--- src/pnrf_pkg.sv ---
// Types, codes and register map tables shared by the paged register file.
package pnrf_pkg;

  typedef logic [5:0] slot_t;

  localparam int SlotW = 6;
  localparam int StoreDepth = 64;

  localparam logic [1:0] FUNC_READ  = 2'd0;
  localparam logic [1:0] FUNC_WRITE = 2'd1;
  localparam logic [1:0] FUNC_CORE  = 2'd2;

  localparam logic [3:0] CORE_BOUND  = 4'd0;
  localparam logic [3:0] CORE_RSAR   = 4'd1;
  localparam logic [3:0] CORE_PSTART = 4'd2;
  localparam logic [3:0] CORE_PSTOP  = 4'd3;
  localparam logic [3:0] CORE_TPSR   = 4'd4;
  localparam logic [3:0] CORE_TBCR   = 4'd5;
  localparam logic [3:0] CORE_CURR   = 4'd6;
  localparam logic [3:0] CORE_IMR    = 4'd7;
  localparam logic [3:0] CORE_TXP    = 4'd8;

  localparam logic [7:0] CMD_RESET   = 8'h04;
  localparam logic [7:0] RING_RESET  = 8'h46;
  localparam logic [7:0] STOP_RESET  = 8'h80;
  localparam logic [7:0] TXPG_RESET  = 8'h40;
  localparam logic [7:0] ISTAT_FORCE = 8'hff;

  localparam slot_t S_LDMA_LO  = 6'd0;
  localparam slot_t S_LDMA_HI  = 6'd1;
  localparam slot_t S_BOUND    = 6'd2;
  localparam slot_t S_TXSTAT   = 6'd3;
  localparam slot_t S_COLL     = 6'd4;
  localparam slot_t S_FIFO     = 6'd5;
  localparam slot_t S_ISTAT    = 6'd6;
  localparam slot_t S_RDMA_LO  = 6'd7;
  localparam slot_t S_RDMA_HI  = 6'd8;
  localparam slot_t S_IDENT_A  = 6'd9;
  localparam slot_t S_IDENT_B  = 6'd10;
  localparam slot_t S_RXSTAT   = 6'd11;
  localparam slot_t S_TALLY0   = 6'd12;
  localparam slot_t S_TALLY1   = 6'd13;
  localparam slot_t S_TALLY2   = 6'd14;
  localparam slot_t S_RSTART   = 6'd15;
  localparam slot_t S_RSTOP    = 6'd16;
  localparam slot_t S_TXPAGE   = 6'd17;
  localparam slot_t S_TXCNT_LO = 6'd18;
  localparam slot_t S_TXCNT_HI = 6'd19;
  localparam slot_t S_RSA_LO   = 6'd20;
  localparam slot_t S_RSA_HI   = 6'd21;
  localparam slot_t S_RBC_LO   = 6'd22;
  localparam slot_t S_RBC_HI   = 6'd23;
  localparam slot_t S_RXCFG    = 6'd24;
  localparam slot_t S_TXCFG    = 6'd25;
  localparam slot_t S_DCFG     = 6'd26;
  localparam slot_t S_IMASK    = 6'd27;
  localparam slot_t S_PHYS0    = 6'd28;
  localparam slot_t S_PHYS1    = 6'd29;
  localparam slot_t S_PHYS2    = 6'd30;
  localparam slot_t S_PHYS3    = 6'd31;
  localparam slot_t S_PHYS4    = 6'd32;
  localparam slot_t S_PHYS5    = 6'd33;
  localparam slot_t S_CURPG    = 6'd34;
  localparam slot_t S_MC0      = 6'd35;
  localparam slot_t S_MC1      = 6'd36;
  localparam slot_t S_MC2      = 6'd37;
  localparam slot_t S_MC3      = 6'd38;
  localparam slot_t S_MC4      = 6'd39;
  localparam slot_t S_MC5      = 6'd40;
  localparam slot_t S_MC6      = 6'd41;
  localparam slot_t S_MC7      = 6'd42;
  localparam slot_t S_EECMD    = 6'd43;
  localparam slot_t S_BOOTPG   = 6'd44;
  localparam slot_t S_CFG0     = 6'd45;
  localparam slot_t S_CFG1     = 6'd46;
  localparam slot_t S_CFG2     = 6'd47;
  localparam slot_t S_CFG3     = 6'd48;
  localparam slot_t S_CSN      = 6'd49;
  localparam slot_t S_INTPIN   = 6'd50;
  localparam slot_t S_CFG4     = 6'd51;
  localparam slot_t S_TESTR    = 6'd52;
  localparam slot_t S_HALTCLK  = 6'd53;
  localparam slot_t S_FLASHWP  = 6'd54;
  localparam slot_t S_CMD      = 6'd62;
  localparam slot_t S_NONE     = 6'd63;

  localparam slot_t READ_MAP [4][16] = '{
    '{S_CMD, S_LDMA_LO, S_LDMA_HI, S_BOUND, S_TXSTAT, S_COLL, S_FIFO, S_ISTAT,
      S_RDMA_LO, S_RDMA_HI, S_IDENT_A, S_IDENT_B, S_RXSTAT, S_TALLY0,
      S_TALLY1, S_TALLY2},
    '{S_CMD, S_PHYS0, S_PHYS1, S_PHYS2, S_PHYS3, S_PHYS4, S_PHYS5, S_CURPG,
      S_MC0, S_MC1, S_MC2, S_MC3, S_MC4, S_MC5, S_MC6, S_MC7},
    '{S_CMD, S_RSTART, S_RSTOP, S_NONE, S_TXPAGE, S_NONE, S_NONE, S_NONE,
      S_NONE, S_NONE, S_NONE, S_NONE, S_RXCFG, S_TXCFG, S_DCFG, S_IMASK},
    '{S_CMD, S_EECMD, S_BOOTPG, S_CFG0, S_CFG1, S_CFG2, S_CFG3, S_NONE,
      S_CSN, S_NONE, S_NONE, S_INTPIN, S_NONE, S_CFG4, S_NONE, S_NONE}
  };

  localparam slot_t WRITE_MAP [4][16] = '{
    '{S_CMD, S_RSTART, S_RSTOP, S_BOUND, S_TXPAGE, S_TXCNT_LO, S_TXCNT_HI,
      S_ISTAT, S_RSA_LO, S_RSA_HI, S_RBC_LO, S_RBC_HI, S_RXCFG, S_TXCFG,
      S_DCFG, S_IMASK},
    '{S_CMD, S_PHYS0, S_PHYS1, S_PHYS2, S_PHYS3, S_PHYS4, S_PHYS5, S_CURPG,
      S_MC0, S_MC1, S_MC2, S_MC3, S_MC4, S_MC5, S_MC6, S_MC7},
    '{S_CMD, S_RSTART, S_RSTOP, S_NONE, S_TXPAGE, S_NONE, S_NONE, S_NONE,
      S_NONE, S_NONE, S_NONE, S_NONE, S_RXCFG, S_TXCFG, S_DCFG, S_IMASK},
    '{S_CMD, S_EECMD, S_BOOTPG, S_NONE, S_CFG1, S_CFG2, S_CFG3, S_TESTR,
      S_NONE, S_HALTCLK, S_NONE, S_NONE, S_FLASHWP, S_NONE, S_NONE, S_NONE}
  };

  typedef struct packed {
    logic load;
    logic exec;
  } cmd_t;

  // True for registers held in flip-flops because they appear on every result.
  function automatic logic is_flop_slot(slot_t s);
    logic r;
    case (s)
      S_BOUND, S_CURPG, S_RSA_LO, S_RSA_HI, S_TXCNT_LO, S_TXCNT_HI,
      S_RSTART, S_RSTOP, S_TXPAGE, S_IMASK: r = 1'b1;
      default: r = 1'b0;
    endcase
    return r;
  endfunction

  function automatic logic is_ram_slot(slot_t s);
    return (s <= S_FLASHWP) && !is_flop_slot(s);
  endfunction

endpackage

--- src/pnrf_if.sv ---
// Request and response channel interfaces of the paged register file.
interface pnrf_req_if;
  logic        valid;
  logic        ready;
  logic [1:0]  func;
  logic [7:0]  address;
  logic [7:0]  wdata;
  logic [3:0]  core_reg;
  logic [15:0] core_value;

  modport source (output valid, func, address, wdata, core_reg, core_value,
                  input ready);
  modport sink (input valid, func, address, wdata, core_reg, core_value,
                output ready);
endinterface

interface pnrf_rsp_if;
  logic        valid;
  logic        ready;
  logic [7:0]  rdata;
  logic        bad_address;
  logic [1:0]  page;
  logic        txp;
  logic [7:0]  boundary;
  logic [7:0]  current_page;
  logic [15:0] remote_start;
  logic [15:0] tx_byte_count;
  logic [7:0]  ring_start;
  logic [7:0]  ring_stop;
  logic [7:0]  tx_start_page;
  logic [7:0]  irq_mask;

  modport source (output valid, rdata, bad_address, page, txp, boundary,
                  current_page, remote_start, tx_byte_count, ring_start,
                  ring_stop, tx_start_page, irq_mask,
                  input ready);
  modport sink (input valid, rdata, bad_address, page, txp, boundary,
                current_page, remote_start, tx_byte_count, ring_start,
                ring_stop, tx_start_page, irq_mask,
                output ready);
endinterface

--- src/pnrf_ram.sv ---
// Generic single-write, single-read RAM with registered read data.
module pnrf_ram #(
  parameter int Width = 8,
  parameter int Depth = 64
) (
  input  logic                     clk,
  input  logic                     we,
  input  logic [$clog2(Depth)-1:0] waddr,
  input  logic [Width-1:0]         wdata,
  input  logic [$clog2(Depth)-1:0] raddr,
  output logic [Width-1:0]         rdata
);

  logic [Width-1:0] mem [Depth];

  always_ff @(posedge clk) begin
    if (we) begin
      mem[waddr] <= wdata;
    end
    rdata <= mem[raddr];
  end

endmodule

--- src/pnrf_ctrl.sv ---
// Controller state machine that sequences one beat through the datapath.
module pnrf_ctrl (
  input  logic              clk,
  input  logic              rst,
  input  logic              req_valid,
  output logic              req_ready,
  output logic              rsp_valid,
  input  logic              rsp_ready,
  output pnrf_pkg::cmd_t    cmd
);

  localparam logic [1:0] ST_IDLE = 2'd0;
  localparam logic [1:0] ST_READ = 2'd1;
  localparam logic [1:0] ST_EXEC = 2'd2;
  localparam logic [1:0] ST_OUT  = 2'd3;

  logic [1:0] state;
  logic [1:0] state_next;

  always_comb begin
    state_next = state;
    case (state)
      ST_IDLE: if (req_valid) state_next = ST_READ;
      ST_READ: state_next = ST_EXEC;
      ST_EXEC: state_next = ST_OUT;
      ST_OUT:  if (rsp_ready) state_next = ST_IDLE;
      default: state_next = ST_IDLE;
    endcase
  end

  always_ff @(posedge clk) begin
    if (rst) begin
      state <= ST_IDLE;
    end else begin
      state <= state_next;
    end
  end

  assign req_ready = (state == ST_IDLE);
  assign rsp_valid = (state == ST_OUT);
  assign cmd.load  = (state == ST_IDLE) && req_valid;
  assign cmd.exec  = (state == ST_EXEC);

endmodule

--- src/pnrf_datapath.sv ---
// Datapath: beat capture, page decode, register flip-flops and the register RAM.
module pnrf_datapath (
  input  logic           clk,
  input  logic           rst,
  input  pnrf_pkg::cmd_t cmd,
  input  logic [1:0]     func,
  input  logic [7:0]     address,
  input  logic [7:0]     wdata,
  input  logic [3:0]     core_reg,
  input  logic [15:0]    core_value,
  output logic [7:0]     rdata,
  output logic           bad_address,
  output logic [1:0]     page,
  output logic           txp,
  output logic [7:0]     boundary,
  output logic [7:0]     current_page,
  output logic [15:0]    remote_start,
  output logic [15:0]    tx_byte_count,
  output logic [7:0]     ring_start,
  output logic [7:0]     ring_stop,
  output logic [7:0]     tx_start_page,
  output logic [7:0]     irq_mask
);

  logic [1:0]  func_q;
  logic [7:0]  addr_q;
  logic [7:0]  wdata_q;
  logic [3:0]  core_reg_q;
  logic [15:0] core_value_q;

  logic [7:0] command;
  logic [7:0] rsa_lo;
  logic [7:0] rsa_hi;
  logic [7:0] tbcr_lo;
  logic [7:0] tbcr_hi;
  logic [pnrf_pkg::StoreDepth-1:0] valid;

  logic            bad;
  logic            host_rd;
  logic            host_wr;
  logic            core_wr;
  pnrf_pkg::slot_t rslot;
  pnrf_pkg::slot_t wslot;
  logic [7:0]      ram_q;
  logic            ram_we;
  pnrf_pkg::slot_t ram_waddr;
  logic [7:0]      ram_wdata;
  logic [7:0]      rd_value;

  always_ff @(posedge clk) begin
    if (cmd.load) begin
      func_q       <= func;
      addr_q       <= address;
      wdata_q      <= wdata;
      core_reg_q   <= core_reg;
      core_value_q <= core_value;
    end
  end

  assign page    = command[7:6];
  assign txp     = command[2];
  assign bad     = (func_q == pnrf_pkg::FUNC_READ || func_q == pnrf_pkg::FUNC_WRITE)
                   && (addr_q[7:4] != 4'd0);
  assign host_rd = (func_q == pnrf_pkg::FUNC_READ) && !bad;
  assign host_wr = (func_q == pnrf_pkg::FUNC_WRITE) && !bad;
  assign core_wr = (func_q == pnrf_pkg::FUNC_CORE);
  assign rslot   = pnrf_pkg::READ_MAP[page][addr_q[3:0]];
  assign wslot   = pnrf_pkg::WRITE_MAP[page][addr_q[3:0]];

  // Reading the interrupt status register forces it to all ones; host writes to RAM-held slots store the write data.
  always_comb begin
    ram_we    = 1'b0;
    ram_waddr = wslot;
    ram_wdata = wdata_q;
    if (cmd.exec) begin
      if (host_rd && rslot == pnrf_pkg::S_ISTAT) begin
        ram_we    = 1'b1;
        ram_waddr = pnrf_pkg::S_ISTAT;
        ram_wdata = pnrf_pkg::ISTAT_FORCE;
      end else if (host_wr && pnrf_pkg::is_ram_slot(wslot)) begin
        ram_we = 1'b1;
      end
    end
  end

  pnrf_ram #(
    .Width (8),
    .Depth (pnrf_pkg::StoreDepth)
  ) u_ram (
    .clk   (clk),
    .we    (ram_we),
    .waddr (ram_waddr),
    .wdata (ram_wdata),
    .raddr (rslot),
    .rdata (ram_q)
  );

  always_ff @(posedge clk) begin
    if (rst) begin
      valid <= '0;
    end else if (ram_we) begin
      valid[ram_waddr] <= 1'b1;
    end
  end

  always_comb begin
    case (rslot)
      pnrf_pkg::S_CMD:    rd_value = command;
      pnrf_pkg::S_NONE:   rd_value = 8'h00;
      pnrf_pkg::S_ISTAT:  rd_value = pnrf_pkg::ISTAT_FORCE;
      pnrf_pkg::S_BOUND:  rd_value = boundary;
      pnrf_pkg::S_CURPG:  rd_value = current_page;
      pnrf_pkg::S_RSTART: rd_value = ring_start;
      pnrf_pkg::S_RSTOP:  rd_value = ring_stop;
      pnrf_pkg::S_TXPAGE: rd_value = tx_start_page;
      pnrf_pkg::S_IMASK:  rd_value = irq_mask;
      default:            rd_value = valid[rslot] ? ram_q : 8'h00;
    endcase
  end

  always_ff @(posedge clk) begin
    if (cmd.exec) begin
      rdata       <= host_rd ? rd_value : 8'h00;
      bad_address <= bad;
    end
  end

  always_ff @(posedge clk) begin
    if (rst) begin
      command       <= pnrf_pkg::CMD_RESET;
      boundary      <= pnrf_pkg::RING_RESET;
      current_page  <= pnrf_pkg::RING_RESET;
      ring_start    <= pnrf_pkg::RING_RESET;
      ring_stop     <= pnrf_pkg::STOP_RESET;
      tx_start_page <= pnrf_pkg::TXPG_RESET;
      irq_mask      <= 8'h00;
      rsa_lo        <= 8'h00;
      rsa_hi        <= 8'h00;
      tbcr_lo       <= 8'h00;
      tbcr_hi       <= 8'h00;
    end else if (cmd.exec) begin
      if (host_wr) begin
        case (wslot)
          pnrf_pkg::S_CMD:      command       <= wdata_q;
          pnrf_pkg::S_BOUND:    boundary      <= wdata_q;
          pnrf_pkg::S_CURPG:    current_page  <= wdata_q;
          pnrf_pkg::S_RSTART:   ring_start    <= wdata_q;
          pnrf_pkg::S_RSTOP:    ring_stop     <= wdata_q;
          pnrf_pkg::S_TXPAGE:   tx_start_page <= wdata_q;
          pnrf_pkg::S_IMASK:    irq_mask      <= wdata_q;
          pnrf_pkg::S_RSA_LO:   rsa_lo        <= wdata_q;
          pnrf_pkg::S_RSA_HI:   rsa_hi        <= wdata_q;
          pnrf_pkg::S_TXCNT_LO: tbcr_lo       <= wdata_q;
          pnrf_pkg::S_TXCNT_HI: tbcr_hi       <= wdata_q;
          default: ;
        endcase
      end else if (core_wr) begin
        case (core_reg_q)
          pnrf_pkg::CORE_BOUND:  boundary      <= core_value_q[7:0];
          pnrf_pkg::CORE_RSAR: begin
            rsa_lo <= core_value_q[7:0];
            rsa_hi <= core_value_q[15:8];
          end
          pnrf_pkg::CORE_PSTART: ring_start    <= core_value_q[7:0];
          pnrf_pkg::CORE_PSTOP:  ring_stop     <= core_value_q[7:0];
          pnrf_pkg::CORE_TPSR:   tx_start_page <= core_value_q[7:0];
          pnrf_pkg::CORE_TBCR: begin
            tbcr_lo <= core_value_q[7:0];
            tbcr_hi <= core_value_q[15:8];
          end
          pnrf_pkg::CORE_CURR:   current_page  <= core_value_q[7:0];
          pnrf_pkg::CORE_IMR:    irq_mask      <= core_value_q[7:0];
          pnrf_pkg::CORE_TXP:    command[2]    <= core_value_q[0];
          default: ;
        endcase
      end
    end
  end

  assign remote_start  = {rsa_hi, rsa_lo};
  assign tx_byte_count = {tbcr_hi, tbcr_lo};

endmodule

--- src/paged_nic_register_file.sv ---
// Top level of the paged network controller register file.
// Each request beat on req is a host read, a host write or a core-side
// register write. Every request yields exactly one response beat on rsp,
// carrying the host read data, the bad address flag and the current
// core-side register values after the access.
// A request is taken only when the block is idle. It then passes through
// a read state, for the registered read of the register RAM, and an update
// state, which the response state follows.
// A new request is accepted in the cycle after the response beat is taken.
// Reset loads the documented register values at once and clears the
// written flags of the RAM, so no clearing pass is needed.
// When the receiver stalls, the response is held unchanged and no further
// request is accepted until it has been taken.
module paged_nic_register_file (
  input  logic clk,
  input  logic rst,
  pnrf_req_if.sink   req,
  pnrf_rsp_if.source rsp
);

  pnrf_pkg::cmd_t cmd;

  pnrf_ctrl u_ctrl (
    .clk       (clk),
    .rst       (rst),
    .req_valid (req.valid),
    .req_ready (req.ready),
    .rsp_valid (rsp.valid),
    .rsp_ready (rsp.ready),
    .cmd       (cmd)
  );

  pnrf_datapath u_datapath (
    .clk           (clk),
    .rst           (rst),
    .cmd           (cmd),
    .func          (req.func),
    .address       (req.address),
    .wdata         (req.wdata),
    .core_reg      (req.core_reg),
    .core_value    (req.core_value),
    .rdata         (rsp.rdata),
    .bad_address   (rsp.bad_address),
    .page          (rsp.page),
    .txp           (rsp.txp),
    .boundary      (rsp.boundary),
    .current_page  (rsp.current_page),
    .remote_start  (rsp.remote_start),
    .tx_byte_count (rsp.tx_byte_count),
    .ring_start    (rsp.ring_start),
    .ring_stop     (rsp.ring_stop),
    .tx_start_page (rsp.tx_start_page),
    .irq_mask      (rsp.irq_mask)
  );

  a_one_at_a_time: assert property (@(posedge clk) disable iff (rst)
    rsp.valid |-> !req.ready)
    else $error("request accepted while a response is pending");

  a_no_early_rsp: assert property (@(posedge clk) disable iff (rst)
    (req.valid && req.ready) |=> !rsp.valid)
    else $error("response valid directly after request accepted");

  a_bad_reads_zero: assert property (@(posedge clk) disable iff (rst)
    (rsp.valid && rsp.bad_address) |-> (rsp.rdata == 8'h00))
    else $error("bad address response carries read data");

  a_rsp_after_exec: assert property (@(posedge clk) disable iff (rst)
    cmd.exec |=> rsp.valid)
    else $error("update cycle not followed by a response");

endmodule
--- src/flat_wrapper.sv ---
// flat-port wrapper written by rule: the top's interface ports become plain ports
module paged_nic_register_file_flat 
  (clk, rst, req_valid, req_func, req_address, req_wdata, req_core_reg, req_core_value, req_ready, rsp_valid, rsp_rdata, rsp_bad_address, rsp_page, rsp_txp, rsp_boundary, rsp_current_page, rsp_remote_start, rsp_tx_byte_count, rsp_ring_start, rsp_ring_stop, rsp_tx_start_page, rsp_irq_mask, rsp_ready);
  pnrf_req_if req_i ();
  pnrf_rsp_if rsp_i ();
  input  logic clk;
  input  logic rst;
  input wire logic [$bits(req_i.valid)-1:0] req_valid;
  input wire logic [$bits(req_i.func)-1:0] req_func;
  input wire logic [$bits(req_i.address)-1:0] req_address;
  input wire logic [$bits(req_i.wdata)-1:0] req_wdata;
  input wire logic [$bits(req_i.core_reg)-1:0] req_core_reg;
  input wire logic [$bits(req_i.core_value)-1:0] req_core_value;
  output wire logic [$bits(req_i.ready)-1:0] req_ready;
  output wire logic [$bits(rsp_i.valid)-1:0] rsp_valid;
  output wire logic [$bits(rsp_i.rdata)-1:0] rsp_rdata;
  output wire logic [$bits(rsp_i.bad_address)-1:0] rsp_bad_address;
  output wire logic [$bits(rsp_i.page)-1:0] rsp_page;
  output wire logic [$bits(rsp_i.txp)-1:0] rsp_txp;
  output wire logic [$bits(rsp_i.boundary)-1:0] rsp_boundary;
  output wire logic [$bits(rsp_i.current_page)-1:0] rsp_current_page;
  output wire logic [$bits(rsp_i.remote_start)-1:0] rsp_remote_start;
  output wire logic [$bits(rsp_i.tx_byte_count)-1:0] rsp_tx_byte_count;
  output wire logic [$bits(rsp_i.ring_start)-1:0] rsp_ring_start;
  output wire logic [$bits(rsp_i.ring_stop)-1:0] rsp_ring_stop;
  output wire logic [$bits(rsp_i.tx_start_page)-1:0] rsp_tx_start_page;
  output wire logic [$bits(rsp_i.irq_mask)-1:0] rsp_irq_mask;
  input wire logic [$bits(rsp_i.ready)-1:0] rsp_ready;
  assign req_i.valid = req_valid;
  assign req_i.func = req_func;
  assign req_i.address = req_address;
  assign req_i.wdata = req_wdata;
  assign req_i.core_reg = req_core_reg;
  assign req_i.core_value = req_core_value;
  assign req_ready = req_i.ready;
  assign rsp_valid = rsp_i.valid;
  assign rsp_rdata = rsp_i.rdata;
  assign rsp_bad_address = rsp_i.bad_address;
  assign rsp_page = rsp_i.page;
  assign rsp_txp = rsp_i.txp;
  assign rsp_boundary = rsp_i.boundary;
  assign rsp_current_page = rsp_i.current_page;
  assign rsp_remote_start = rsp_i.remote_start;
  assign rsp_tx_byte_count = rsp_i.tx_byte_count;
  assign rsp_ring_start = rsp_i.ring_start;
  assign rsp_ring_stop = rsp_i.ring_stop;
  assign rsp_tx_start_page = rsp_i.tx_start_page;
  assign rsp_irq_mask = rsp_i.irq_mask;
  assign rsp_i.ready = rsp_ready;
  paged_nic_register_file u_core (.clk(clk), .rst(rst), .req(req_i), .rsp(rsp_i));
endmodule
--- config.mk ---
export PLATFORM = sky130hd
export DESIGN_NAME = paged_nic_register_file_flat
export DESIGN_NICKNAME = d
export VERILOG_FILES = /design/src/pnrf_pkg.sv /design/src/pnrf_if.sv /design/src/pnrf_ram.sv /design/src/pnrf_ctrl.sv /design/src/pnrf_datapath.sv /design/src/paged_nic_register_file.sv /design/src/flat_wrapper.sv
export SDC_FILE = /design/constraint.sdc
export NUM_CORES = 1
export LEC_CHECK = 0
export ABC_AREA = 1
export BUFFER_PORTS_ARGS = -buffer_cell sky130_fd_sc_hd__buf_4
export CAP_MARGIN = 40
export CORE_ASPECT_RATIO = 1.1
export CORE_UTILIZATION = 35
export DETAILED_ROUTE_END_ITERATION = 10
export PLACE_DENSITY = 0.57
export SYNTH_ARGS = -nofsm -noshare
export SYNTH_HDL_FRONTEND = slang
export SYNTH_HIERARCHICAL = 1
export SYNTH_SLANG_ARGS = --single-unit
--- constraint.sdc ---
create_clock -name clk -period 4.9 [get_ports clk]
set_input_delay 0.245 -clock clk [delete_from_list [all_inputs] [get_ports clk]]
set_output_delay 0.245 -clock clk [all_outputs]
set_load 0.05 [all_outputs]
After elaboration in Yosys (flattened, before gate mapping)
Memory sizes are Yosys's and may differ from the RTL's. A register that Yosys moved wholly into a read port is not among the register bits.
Index checks and enable logic that the tools add are counted.
{"block": "totals", "ram_bits": 512, "word_cells": 193, "register_bits": 201, "in_bits": 42, "output_inout_bits": 94, "memories": 1}
{"block": "classes", "reduce_logical": 39, "magnitude_cmp": 6, "bitwise_logic": 3, "n_mux": 77, "n_eq_ne": 46}
{"name": "u_core.u_datapath.u_ram.mem", "depth": 64, "width": 8, "read_ports": 1, "rd_clocked_by_memory_dff": 1, "write_ports": 1, "line": "pnrf_ram.sv:14", "text": "logic [Width-1:0] mem [Depth];"}
{"op": "binary-select mux 96 bit (select 2 bit)", "count": 2}
{"op": "2-to-1 mux 96 bit", "count": 4}
{"op": "2-to-1 mux 8 bit", "count": 43}
{"op": "case mux 8 bit (9 select lines)", "count": 1}
{"op": "OR 64 bit", "count": 1}
{"op": "equality test 6 x 5 -> 1 bit, second input constant", "count": 10}
{"op": "binary-select mux 6 bit (select 4 bit)", "count": 2}
{"op": "AND reduction 4 bit", "count": 11}
{"op": "2-to-1 mux 6 bit", "count": 6}
{"op": "equality test 6 bit, second input constant", "count": 5}
{"op": "!= test 2 x 1 -> 1 bit, second input constant", "count": 12}
{"op": "nonzero test 2 bit", "count": 10}
{"op": "equality test 4 x 3 -> 1 bit, second input constant", "count": 4}
{"op": "less-than comparator 6 x 7 -> 1 bit, second input constant", "count": 2}
{"op": "2-to-1 mux 1 bit", "count": 13}
{"op": "equality test 6 x 2 -> 1 bit, second input constant", "count": 2}
{"op": "equality test 6 x 4 -> 1 bit, second input constant", "count": 2}
{"op": "OR reduction 10 bit", "count": 1}
{"op": "equality test 4 x 2 -> 1 bit, second input constant", "count": 2}
{"op": "logical AND 1 bit", "count": 8}
{"op": "case mux 2 bit (4 select lines)", "count": 1}
{"op": "binary-select mux 1 bit (select 6 bit)", "count": 1}
{"op": "demux 1 bit (select 6 bit)", "count": 1}
{"op": "equality test 2 bit, second input constant", "count": 3}
{"op": "other kinds (20)", "count": 24}

Logic depth before layout (Yosys ltp)
{"block": "logic_depth", "ltp_word": 20, "mapped_depth": 23, "ltp_nobuf": 20}

Cells and area by module
The synthesis kept the hierarchy.
{"module": "pnrf_ram", "seq_area_each_um2": 15534.9, "cells_per_inst": 1819, "area_each_um2": 21299.2, "instances": 1}
{"module": "pnrf_datapath", "seq_area_each_um2": 4454.3, "cells_per_inst": 1453, "area_each_um2": 10153.5, "instances": 1}
{"module": "pnrf_ctrl", "seq_area_each_um2": 40.0, "cells_per_inst": 25, "area_each_um2": 171.4, "instances": 1}

Worst setup path before layout
No wires, ideal clock.
{"block": "synth_path", "path_type": "register -> register", "from": "reg u_core.u_datapath.command[7]", "to": "mem u_core.u_datapath.u_ram.mem[32][0], enable pin", "t_arrival_ns": 3.193, "stages_incl_launch_ff": 21, "setup_ns": 0.370, "required_ns": 4.530, "slack_ns": 1.337, "synth_period_minus_slack_ns": 3.563, "path_buffers": 2, "cell_sequence": "dfxtp_1 inv_2 ha_1 inv_1 nand2_1 a21oi_1 and2_1 nor2_1 nor2_4 inv_2 nand2_2 nor2_2 nand2_2 nand3_1 nor2_1 nand2_1 nand2_1 buf_2 clkbuf_1 nand3_1 nor2_1"}
{"block": "synth_via", "elab_chain_len": 20, "word_cells_on_any_way": 40, "cone_classes": "order compare: 1; eq/ne: 11; mux: 22; bitwise: 1; reduce/logical: 5"}
{"element": "start, declared", "line": "pnrf_datapath.sv:31", "text": "logic [7:0] command;"}
{"element": "start signal, assigned", "line": "pnrf_datapath.sv:130", "text": "command <= pnrf_pkg::CMD_RESET;"}
{"element": "start signal, assigned", "line": "pnrf_datapath.sv:144", "text": "pnrf_pkg::S_CMD: command <= wdata_q;"}
{"element": "NOT 2 -> 3 bit (not written as such) (*)", "line": "pnrf_datapath.sv:67, pnrf_datapath.sv:68"}
{"element": "binary-select mux 96 bit (select 2 bit)", "line": "pnrf_datapath.sv:68", "text": "assign wslot = pnrf_pkg::WRITE_MAP[page][addr_q[3:0]];"}
{"element": "2-to-1 mux 96 bit (not written as such) (2 in a row)", "line": "pnrf_datapath.sv:68"}
{"element": "binary-select mux 6 bit (select 4 bit)", "line": "pnrf_datapath.sv:68"}
{"element": "2-to-1 mux 6 bit (not written as such) (2 in a row)", "line": "pnrf_datapath.sv:68"}
{"element": "equality test 6 x 5 -> 1 bit, or another cell as far along", "line": "pnrf_pkg.sv:119", "text": "case (s)"}
{"element": "OR reduction 10 bit", "line": "pnrf_pkg.sv:119"}
{"element": "2-to-1 mux 1 bit", "line": "pnrf_pkg.sv:119"}
{"element": "[... 3 more ...]"}
{"element": "logical AND 1 bit", "line": "pnrf_pkg.sv:128", "text": "return (s <= S_FLASHWP) && !is_flop_slot(s);"}
{"element": "logical AND 1 bit", "line": "pnrf_datapath.sv:80", "text": "end else if (host_wr && pnrf_pkg::is_ram_slot(wslot)) begin"}
{"element": "2-to-1 mux 1 bit", "line": "pnrf_datapath.sv:80"}
{"element": "2-to-1 mux 1 bit (*)", "line": "pnrf_datapath.sv:76", "text": "if (host_rd && rslot == pnrf_pkg::S_ISTAT) begin"}
{"element": "2-to-1 mux 1 bit (*)", "line": "pnrf_datapath.sv:75", "text": "if (cmd.exec) begin"}
{"element": "named net u_core.u_datapath.ram_we", "line": "pnrf_datapath.sv:45", "text": "logic ram_we;"}
{"element": "2-to-1 mux 1 bit (*)", "line": "pnrf_ram.sv:17", "text": "if (we) begin"}
{"element": "2-to-1 mux 1 bit (not written as such) (*)", "line": "pnrf_ram.sv:18", "text": "mem[waddr] <= wdata;"}
{"element": "end, declared", "line": "pnrf_ram.sv:14"}
The timed path passes the listed nets; every way through them passes the cells marked *. The select of a mux whose other input is x is not followed.

Worst setup path in the final report
{"block": "layout_path", "from": "reg u_core.u_datapath.command[6]", "to": "mem u_core.u_datapath.u_ram.mem[21][0], enable pin"}
{"block": "layout_via", "elab_chain_len": 20, "word_cells_on_any_way": 40, "cone_classes": "order compare: 1; eq/ne: 11; mux: 22; bitwise: 1; reduce/logical: 5"}
{"element": "NOT 2 -> 3 bit (not written as such) (*)", "line": "pnrf_datapath.sv:67, pnrf_datapath.sv:68"}
{"element": "binary-select mux 96 bit (select 2 bit)", "line": "pnrf_datapath.sv:68"}
{"element": "2-to-1 mux 96 bit (not written as such) (2 in a row)", "line": "pnrf_datapath.sv:68"}
{"element": "binary-select mux 6 bit (select 4 bit)", "line": "pnrf_datapath.sv:68"}
{"element": "2-to-1 mux 6 bit (not written as such) (2 in a row)", "line": "pnrf_datapath.sv:68"}
{"element": "equality test 6 x 5 -> 1 bit, or another cell as far along", "line": "pnrf_pkg.sv:119"}
{"element": "OR reduction 10 bit", "line": "pnrf_pkg.sv:119"}
{"element": "2-to-1 mux 1 bit", "line": "pnrf_pkg.sv:119"}
{"element": "[... 2 more ...]"}
{"element": "zero test 1 bit", "line": "pnrf_pkg.sv:128"}
{"element": "logical AND 1 bit", "line": "pnrf_pkg.sv:128"}
{"element": "logical AND 1 bit", "line": "pnrf_datapath.sv:80"}
{"element": "2-to-1 mux 1 bit", "line": "pnrf_datapath.sv:80"}
{"element": "2-to-1 mux 1 bit", "line": "pnrf_datapath.sv:76"}
{"element": "2-to-1 mux 1 bit", "line": "pnrf_datapath.sv:75"}
{"element": "2-to-1 mux 1 bit", "line": "pnrf_ram.sv:17"}
{"element": "2-to-1 mux 1 bit (not written as such)", "line": "pnrf_ram.sv:18"}
Mark *: on every way between the ends. The rest lies on a longest branch, timed or not. The select of a mux whose other input is x is not followed.

==> run metrics <==
Core ar. approximately 89000 sq um; total track usage 0.197; maximum clock rate ~230 MHz; M1 GR Usage 0.266; largest net degree at the start of global routing 163; Tmin final 4340 ps; Main synth FF type edfxtp_1; CP Capture Type flop; Root Buffer clkbuf_16; GR Util met2 0.320; most flop-heavy register u_core/u_datapath/u_ram/mem; initial antenna violation count 0; Total Power roughly 19 mW; top-level I/O count around 140; max reg flops a little over 500; Remaining DRCs 0; sw frac 0.368; per-cell routed wire length about 19 um; register area share after synthesis 0.633; VDD IR max ~0.00038 V; average size of a mapped cell approximately 9.6 sq um; max_slew headroom 0.428; Layout area overhead 16.6%; critical-path cell list inv_2 -> ha_1 -> inv_1 -> nand2_1 -> nand2_1 -> nand2_1 -> nand2_1 -> nand3_1 -> nand2_4 -> nand2_1 -> inv_1 -> nand2_1 -> nor2_4 -> nand2_4 -> buf_4 -> nand2_1 -> nand2_1 -> nor2_1; worst hold path type in -> reg; Yosys reg bits 721; DR vias 23700; fin. max-slew vios 0; Post-synth ARST share 0; largest registers u_core/u_datapath/u_ram/mem (512), u_core/u_datapath/valid (64), u_core/u_datapath/core_value_q (16); crit path DAT 4580 ps; die height approximately 320 um; Int Pwr about 12 mW; final hold slack approximately 170 ps; RSZ-0062 raised after global routing false; number of max-cap violations 0; clock skew 31.7 ps; vias per cell about 5; remaining antenna violation count 0; Synth area leader edfxtp_1; status finished clean; final hold vios 0; starting DRC count in detailed routing 2406; IO Port Bufs 135; vias in the first global route 22700; pwr dens ~510 nW/um^2; worst skew pair latency between 600 and 700 ps; P_sw 6.92 mW; Netlist cell types 36; Critical-path top delay cell nor2_1; WL final approximately 90000 um; dpl cells approximately 4500; setup TNS 0 ps; deepest clock path buffer count 3; Slew @ Worst Pin 857 ps; most area-consuming cells after synthesis edfxtp_1 (53%), nand2_1 (13%), dfxtp_1 (10%); Crit Path Class reg -> reg; syn_nets around 3400; gpl congestion a little over 0.9; most frequent cell after synthesis nand2_1; EDFF count, synth between 500 and 600; Final setup viols 0; Post-Syn Area about 32000 sq um; H-tree level count 3; Synth warnings 6; Nets about 3500; Clk pwr share 0.302; Worst Path Required 5140 ps; GR peak layer met2; Post-CTS Resized 0; top-area cell type share of the netlist area 0.531; CP Buf/Inv Count 4; Tcrit/Tclk final 0.886; share of layout cells above drive strength 1 0.124; top cell family by delay on the critical path simple AND/OR/NAND/NOR gates; # clock sinks about 700; Startpoint Class flop; first-pass GRT wire length 138000 um; GRT overflow 0; cell mode on critical path nand2_1; Ant. Diodes 0; DP HPWL roughly 57000 um; Die Area between 90000 and 100000 sq um; cell leakage power 14.3 nW; M3 GR Usage 0.0272; fill cell count just under 9000; Gate power share 0.319; Sequential Power Share 0.379; Die X around 290 um; Post-Layout Cell Count 4715; Cells after Synth ~3300; CTS Buf Count 78; row count 115; clk slew on worst S/H paths around 60 ps; Initial DRT Pass Iterations 6; Post-synth top cells nand2_1 (1090), nand3_1 (566), edfxtp_1 (559); Largest stage delay, worst path just over 600 ps; worst-path maximum fanout 11; CTS tree built; Initial Util 0.353
==> worst paths after layout <==
kind / slack (ps) / from / cells past startpoint / endpoint
setup / recovery: 560 / u_core/u_datapath/command[6] / 18 / u_core/u_datapath/u_ram/mem[21][0]
hold / removal: 170 / rst / 2 / u_core/u_datapath/command[1]
setup reg to reg: 560 / u_core/u_datapath/command[6] / 18 / u_core/u_datapath/u_ram/mem[21][0]
hold reg to reg: 430 / u_core/u_datapath/valid[19] / 2 / u_core/u_datapath/valid[19]
==> power by group through the flow <==
stage | registers, mW | logic [mW] | clock network (mW)
2_1_floorplan | 7.30 | 4.09 | 0
3_3_place_gp | 7.25 | 5.93 | 0
3_5_place_dp | 7.24 | 5.95 | 0
4_1_cts | 7.12 | 6.00 | 5.81
5_1_grt | 7.13 | 6.61 | 6.04
6_report | 7.12 | 6.00 | 5.68
==> logic make-up after synthesis <==
kind of cell | Yosys count | synth area share
AOI/OAI and AO/OA | 217 | 0.0368
adders and majority gates | 15 | 0.00593
DFF | 721 | 0.633
and+or+nand+nor | 1996 | 0.268
buffers and inverters | 348 | 0.0562
==> worst register-to-register path, cell delays in order, from the launching register on <==
cell and delay [ps]:
dfxtp_1 590, inv_2 210, ha_1 280, inv_1 80, nand2_1 110, nand2_1 100, nand2_1 50, nand2_1 70
nand3_1 120, nand2_4 110, nand2_1 100, inv_1 90, nand2_1 90, nor2_4 240, nand2_4 180, buf_4 230
nand2_1 340, nand2_1 330, nor2_1 630
==> metal layers <==
layer | part of all wire | wire length, um
met1 | 0.43 | 39100
met2 | 0.47 | 42600
met3 | 0.060 | 5470
met4 | 0.037 | 3310
met5 | 0 | 0
==> layout make-up <==
| type | count | area [sq um] | share of cell area |
|---|---|---|---|
| Sequential cell | 721 | 20000 | 0.543 |
| Clock buffer | 107 | 2200 | 0.0596 |
| Multi-Input combinational cell | 2228 | 9850 | 0.267 |
| Inverter | 178 | 681 | 0.0185 |
| Tap cell | 1170 | 1460 | 0.0397 |
| Clock inverter | 31 | 253 | 0.00685 |
| Timing Repair Buffer | 280 | 2400 | 0.0651 |
==> layout by cell type, fill, tap and decap left out, types with 11 or more instances in the layout <==
cell           instances
nand3_1              566
nand2_2               30
clkbuf_16             82
clkbuf_1              20
clkinv_2              16
nand4_1               14
a21oi_1               84
ha_1                  15
nor3_1                14
edfxtp_1             559
a31oi_1               37
nand2_1             1081
o21ai_1               14
nor2_1               259
inv_2                 24
dlygate4sd3_1         42
buf_12                14
buf_4                223
inv_1                148
o21ai_0               74
nor2_2                11
dfxtp_1              162
==> repair_timing <==
action | 4_1_cts | 5_1_grt
hold endpoints to repair | 40 | 0
hold buffers | 42 | 0
buffers inserted | 0 | 0
==> stage by stage <==
step	instance area, sq um	util	setup slack [ps]
after floorplan	31600	-	1340
after global placement	34000	0.380	656
after detailed placement	34000	0.380	626
after CTS	36900	0.412	591
after global routing	36900	0.412	255
final	36900	0.412	560
(Power assumes the default switching activity.)
